`config.mk`:
```
export PLATFORM = sky130hd
export DESIGN_NAME = mse_bank
export DESIGN_NICKNAME = d
export VERILOG_FILES = /design/src/mse_pkg.sv /design/src/mse_bank.sv
export SDC_FILE = /design/constraint.sdc
export NUM_CORES = 2
export LEC_CHECK = 0
export BUFFER_PORTS_ARGS = -buffer_cell sky130_fd_sc_hd__buf_2
export CORE_MARGIN = 2
export CORE_UTILIZATION = 60
export DETAILED_ROUTE_END_ITERATION = 7
export HOLD_SLACK_MARGIN = 0.02
export PLACE_DENSITY = 0.76
export SETUP_SLACK_MARGIN = 0.02
export SYNTH_ARGS = -nofsm -noshare
export SYNTH_HDL_FRONTEND = slang
export SYNTH_SLANG_ARGS = --single-unit
```
`constraint.sdc`:
```
create_clock -name clk -period 6.8 [get_ports clk]
set_clock_uncertainty 0.2 [all_clocks]
set_input_delay 0.34 -clock clk [delete_from_list [all_inputs] [get_ports clk]]
set_output_delay 0.34 -clock clk [all_outputs]
set_load 0.05 [all_outputs]
```
`src/mse_pkg.sv`:
```
`timescale 1ns / 1ps
`default_nettype none

package mse_pkg;

  localparam int unsigned VALUE_W = 32;

  typedef struct packed {
    logic signed [VALUE_W-1:0] value;
    logic                      last_in;
  } item_t;

  typedef struct packed {
    logic signed [VALUE_W-1:0] sorted_value;
    logic                      last_out;
    logic                      overflow;
  } result_t;

  typedef enum logic [3:0] {
    ST_IDLE  = 4'b0001,
    ST_PRIME = 4'b0010,
    ST_MERGE = 4'b0100,
    ST_OUT   = 4'b1000
  } state_t;

endpackage

`default_nettype wire

```
`src/mse_bank.sv`:
```
`timescale 1ns / 1ps
`default_nettype none

module mse_bank
  import mse_pkg::*;
#(
  parameter int unsigned DEPTH = 64,
  parameter int unsigned AW    = 6
) (
  input  wire logic               clk,
  input  wire logic               we,
  input  wire logic [AW-1:0]      waddr,
  input  wire logic [VALUE_W-1:0] wdata,
  input  wire logic [AW-1:0]      raddr_a,
  input  wire logic [AW-1:0]      raddr_b,
  output logic      [VALUE_W-1:0] rdata_a,
  output logic      [VALUE_W-1:0] rdata_b
);

  logic [VALUE_W-1:0] mem [DEPTH];

  always_ff @(posedge clk) begin
    if (we) begin
      mem[waddr] <= wdata;
    end
  end

  always_ff @(posedge clk) begin
    rdata_a <= mem[raddr_a];
    rdata_b <= mem[raddr_b];
  end

endmodule

`default_nettype wire

```
==> run_results.csv <==
group,metric,value,unit
floorplan,start_util,60.4,%
placement,gp_congestion,0.859,
floorplan,core,158000,sq um
setup_path,r2r_slack,4.06,ns
setup_path,cp.required,7.34,ns
min_path,whs_endpoint,"mem[0][14]$_DFFE_PP_",
timing,rsz0062_at_grt,"no",
route,drtAntennaViolNets,0,
setup_path,crit_family,"buffers and inverters",
power_and_ir_drop,internal_power,21800,uW
floorplan,die_height,403,um
timing,drv_slew,0,
power_and_ir_drop,p_clk_share,40.0,%
route,dr_total_vias,52438,
cells_and_area,design_area,106000,sq um
cells_and_area,syn_to_final_growth,10.4,%
clock_tree,cts_buffers,207,
global_route,grt_pass1_vias,52779,
run_status,outcome,"finished clean",
global_route,globalRouteOverflowTotal,0,
clock_tree,cts-root-buf,"clkbuf_16",
cells_and_area,final_util,66.7,%
timing,worstMarginPinSlew,1.40,ns
floorplan,pin_count,116,
placement,port_buffers,115,
global_route,grtUsageTotal,34.9,%
synthesis,synth_nets,4464,
global_route,grt_max_degree,131,
power_and_ir_drop,leakage,0.0331,uW
synthesis,yosysWarnings,0,
clock_tree,cts_resized,0,
placement,placedInstanceArea,98900,sq um
floorplan,die_area,163000,sq um
synthesis,yosysSeqAreaShare,65.6,%
cells_and_area,regArea,62800,sq um
timing,timing.fmax,287,MHz
setup_path,critPathBufInv,4,
cells_and_area,final_common_cell,"edfxtp_1",
clock_tree,clock-sinks,2112,
cells_and_area,fin_cells,6783,
route,wl_per_cell,41.3,um
route,vias_per_cell,7.73,
cells_and_area,nets,4578,
setup_path,cp.depth,9,
route,first_pass_iters,8,
cells_and_area,final_cell_mix,"edfxtp_1 (2048), mux4_2 (1124), clkbuf_16 (213)",
synthesis,synth_cells,4412,
cells_and_area,layout-drive-gt1-share,38.0,%
flow_run,cap_violations,0,
placement,placedCellCount,6381,
route,post-route-drc-count,0,
route,drt-initial-drc-count,9199,
clock_tree,clock_path_buffers,3,
timing,fin_tns_setup,0,ns
setup_path,cp-start-kind,"input port",
cells_and_area,n_fill_cell,9710,
placement,dp.final_hpwl,152000,um
setup_path,cp.arrival,4.02,ns
min_path,hold_class,"in2reg",
setup_path,critPathMaxStageDelay,1.03,ns
min_path,holdPathStages,1,
power_and_ir_drop,comb_power_share,8.6,%
min_path,hold_start,"wdata[14]",
global_route,grt_pass1_wl,393000,um
setup_path,worstRegToRegCells,4,
power_and_ir_drop,p_switching,6510,uW
synthesis,ys_ff_latch,2112,
setup_path,critPathMaxFanout,39,
timing,max_slew_margin,6.84,%
synthesis,synth.distinct_cells,38,
setup_path,worstSetupPathType,"in2reg",
timing,hold_viol,0,
clock_tree,cts_tree,"built",
setup_path,path_cells,"dlygate4sd3_1, buf_2, buf_4, nand2_1, buf_4, o221ai_1, a21oi_1, nor2_1, o22ai_1",
clock_tree,clkTransAtPathRegs,0.06,ns
floorplan,fp-row-count,146,
clock_tree,insertion_delay,0.85,ns
global_route,antenna_found_initial,24,
setup_path,r2r-start,"mem[11][20]$_DFFE_PP_",
clock_tree,cts_setup_buffers,0,
synthesis,syn-cell-area,95700,sq um
power_and_ir_drop,seqPwrFrac,51.4,%
timing,min_period,3.48,ns
power_and_ir_drop,netSwitchingFraction,23.0,%
cells_and_area,multi_input_area,31600,sq um
floorplan,die_w,403,um
route,postRouteWirelength,280000,um
synthesis,syn_area_per_cell,21.7,sq um
timing,finalSetupViolCount,0,
power_and_ir_drop,pwr_density_cell,268,nW/um^2
setup_path,cp_slowest_cell,"nand2_1",
setup_path,end_kind,"flop",
setup_path,crit_top_cell,"buf_4",
timing,finalCritPeriodShare,51.2,%
clock_tree,htree_levels,4,
setup_path,r2r-end,"rdata_b[20]$_DFF_P_",
power_and_ir_drop,ir_drop,0.248,mV
-- cells by family (layout without fill, tap and decap cells) --
group                  count (synthesis)  after routing  synth area share, %
buffers and inverters                348            634                 1.83
muxes                               1364           1364                 29.0
other                                  0             13                    0
DFF                                 2112           2112                 65.6
AOI/OAI and AO/OA                    340            340                 2.39
and+or+nand+nor                      248            248                 1.13
-- per-stage QoR --
stage / worst slack [ns] / hold slack (ns) / power [uW]
3_3_place_gp: 2.77 / 0.608 / 17100
4_1_cts: 3.59 / 0.0269 / 28300
3_5_place_dp: 2.70 / 0.608 / 17200
2_1_floorplan: 3.07 / 0.239 / 16300
6_report: 3.32 / 0.0711 / 28300
5_1_grt: 3.32 / 0.0799 / 28900
-- state kept, by name (all words and copies together) (netlist names) --
name / count
mem: 2048
rdata_a: 32
rdata_b: 32
-- Yosys cell counts --
| library cell | n | area (sq um) |
|---|---|---|
| o21ai_1 | 31 | 155 |
| o221ai_1 | 16 | 140 |
| or3_1 | 2 | 12.5 |
| clkbuf_1 | 135 | 507 |
| o211ai_1 | 27 | 203 |
| mux2_2 | 36 | 405 |
| nor2_1 | 94 | 353 |
| mux4_2 | 1124 | 25300 |
| dfxtp_1 | 64 | 1280 |
| a32oi_1 | 9 | 78.8 |
| a21oi_1 | 58 | 290 |
| edfxtp_1 | 2048 | 61500 |
| nor3_1 | 3 | 15.0 |
| o41ai_1 | 1 | 8.76 |
| or2_2 | 3 | 18.8 |
| nand2b_1 | 8 | 50.1 |
| mux2i_1 | 204 | 2040 |
| o211a_1 | 1 | 10.0 |
| buf_2 | 121 | 606 |
| nand2_1 | 93 | 349 |
| buf_6 | 11 | 124 |
| nand3b_1 | 6 | 45.0 |
| inv_2 | 1 | 3.75 |
| o21ai_0 | 18 | 90.1 |
| nand4b_1 | 1 | 8.76 |
| nor2b_1 | 19 | 119 |
| buf_4 | 55 | 413 |
| o22ai_1 | 56 | 350 |
| nand3_1 | 9 | 45.0 |
| a22oi_1 | 85 | 638 |
| or3b_2 | 2 | 17.5 |
| o32a_1 | 9 | 90.1 |
| and2_1 | 6 | 37.5 |
| a221oi_1 | 13 | 114 |
| a21boi_1 | 1 | 7.51 |
| nand4_1 | 2 | 12.5 |
| a211oi_1 | 15 | 113 |
| buf_1 | 25 | 93.8 |
-- metal layers --
layer | GRT usage [%] | share of wire (%) | vias up
met4 | 13.3 | 4.3 | 10
li1 | - | - | 19760
met3 | 12.3 | 16 | 712
met1 | 48.9 | 34 | 27802
met2 | 51.4 | 46 | 4154
met5 | 0 | 0.024 | -
-- worst reg2reg max path, delay by kind of cell (launching register included) --
family         cells  cell delay, ns
AO/OA/AOI/OAI      2            1.01
flip-flops         1            0.39
multiplexers       2            0.96
-- power by group through the flow --
| stage | Combinational (uW) | Clock (uW) | Sequential (uW) |
|---|---|---|---|
| after CTS | 2400 | 11400 | 14500 |
| after detailed placement | 2390 | 0 | 14800 |
| after global placement | 2360 | 0 | 14800 |
| after floorplan | 1380 | 0 | 14900 |
| final | 2430 | 11300 | 14500 |
| after global routing | 2530 | 11800 | 14500 |
-- repair_timing --
| action | in CTS | in global routing |
|---|---|---|
| endpoints found under the setup margin | 0 | 0 |
| hold buffers | 8 | 0 |
| hold endpoints to repair | 120 | 0 |
-- cell type report --
type                            instances  share of cell area, %
Sequential cell                      2112                   59.4
Multi-Input combinational cell       1952                   30.0
Clock buffer                          267                   5.37
Tap cell                             2072                   2.45
Timing Repair Buffer                  252                   1.83
Clock inverter                        114                  0.907
Antenna cell                           13                 0.0308
Inverter                                1                0.00355
-- worst max path at each step --
stage,slack [ns],end,start
floorplan,3.07,mem[48][0]$_DFFE_PP_,waddr[3]
global placement,2.77,rdata_b[7]$_DFF_P_,raddr_b[0]
detailed placement,2.70,rdata_b[13]$_DFF_P_,raddr_b[0]
CTS,3.59,rdata_b[13]$_DFF_P_,raddr_b[0]
global route,3.32,rdata_b[13]$_DFF_P_,raddr_b[0]
finish,3.32,rdata_a[22]$_DFF_P_,raddr_a[4]
(Power assumes the default switching activity.)
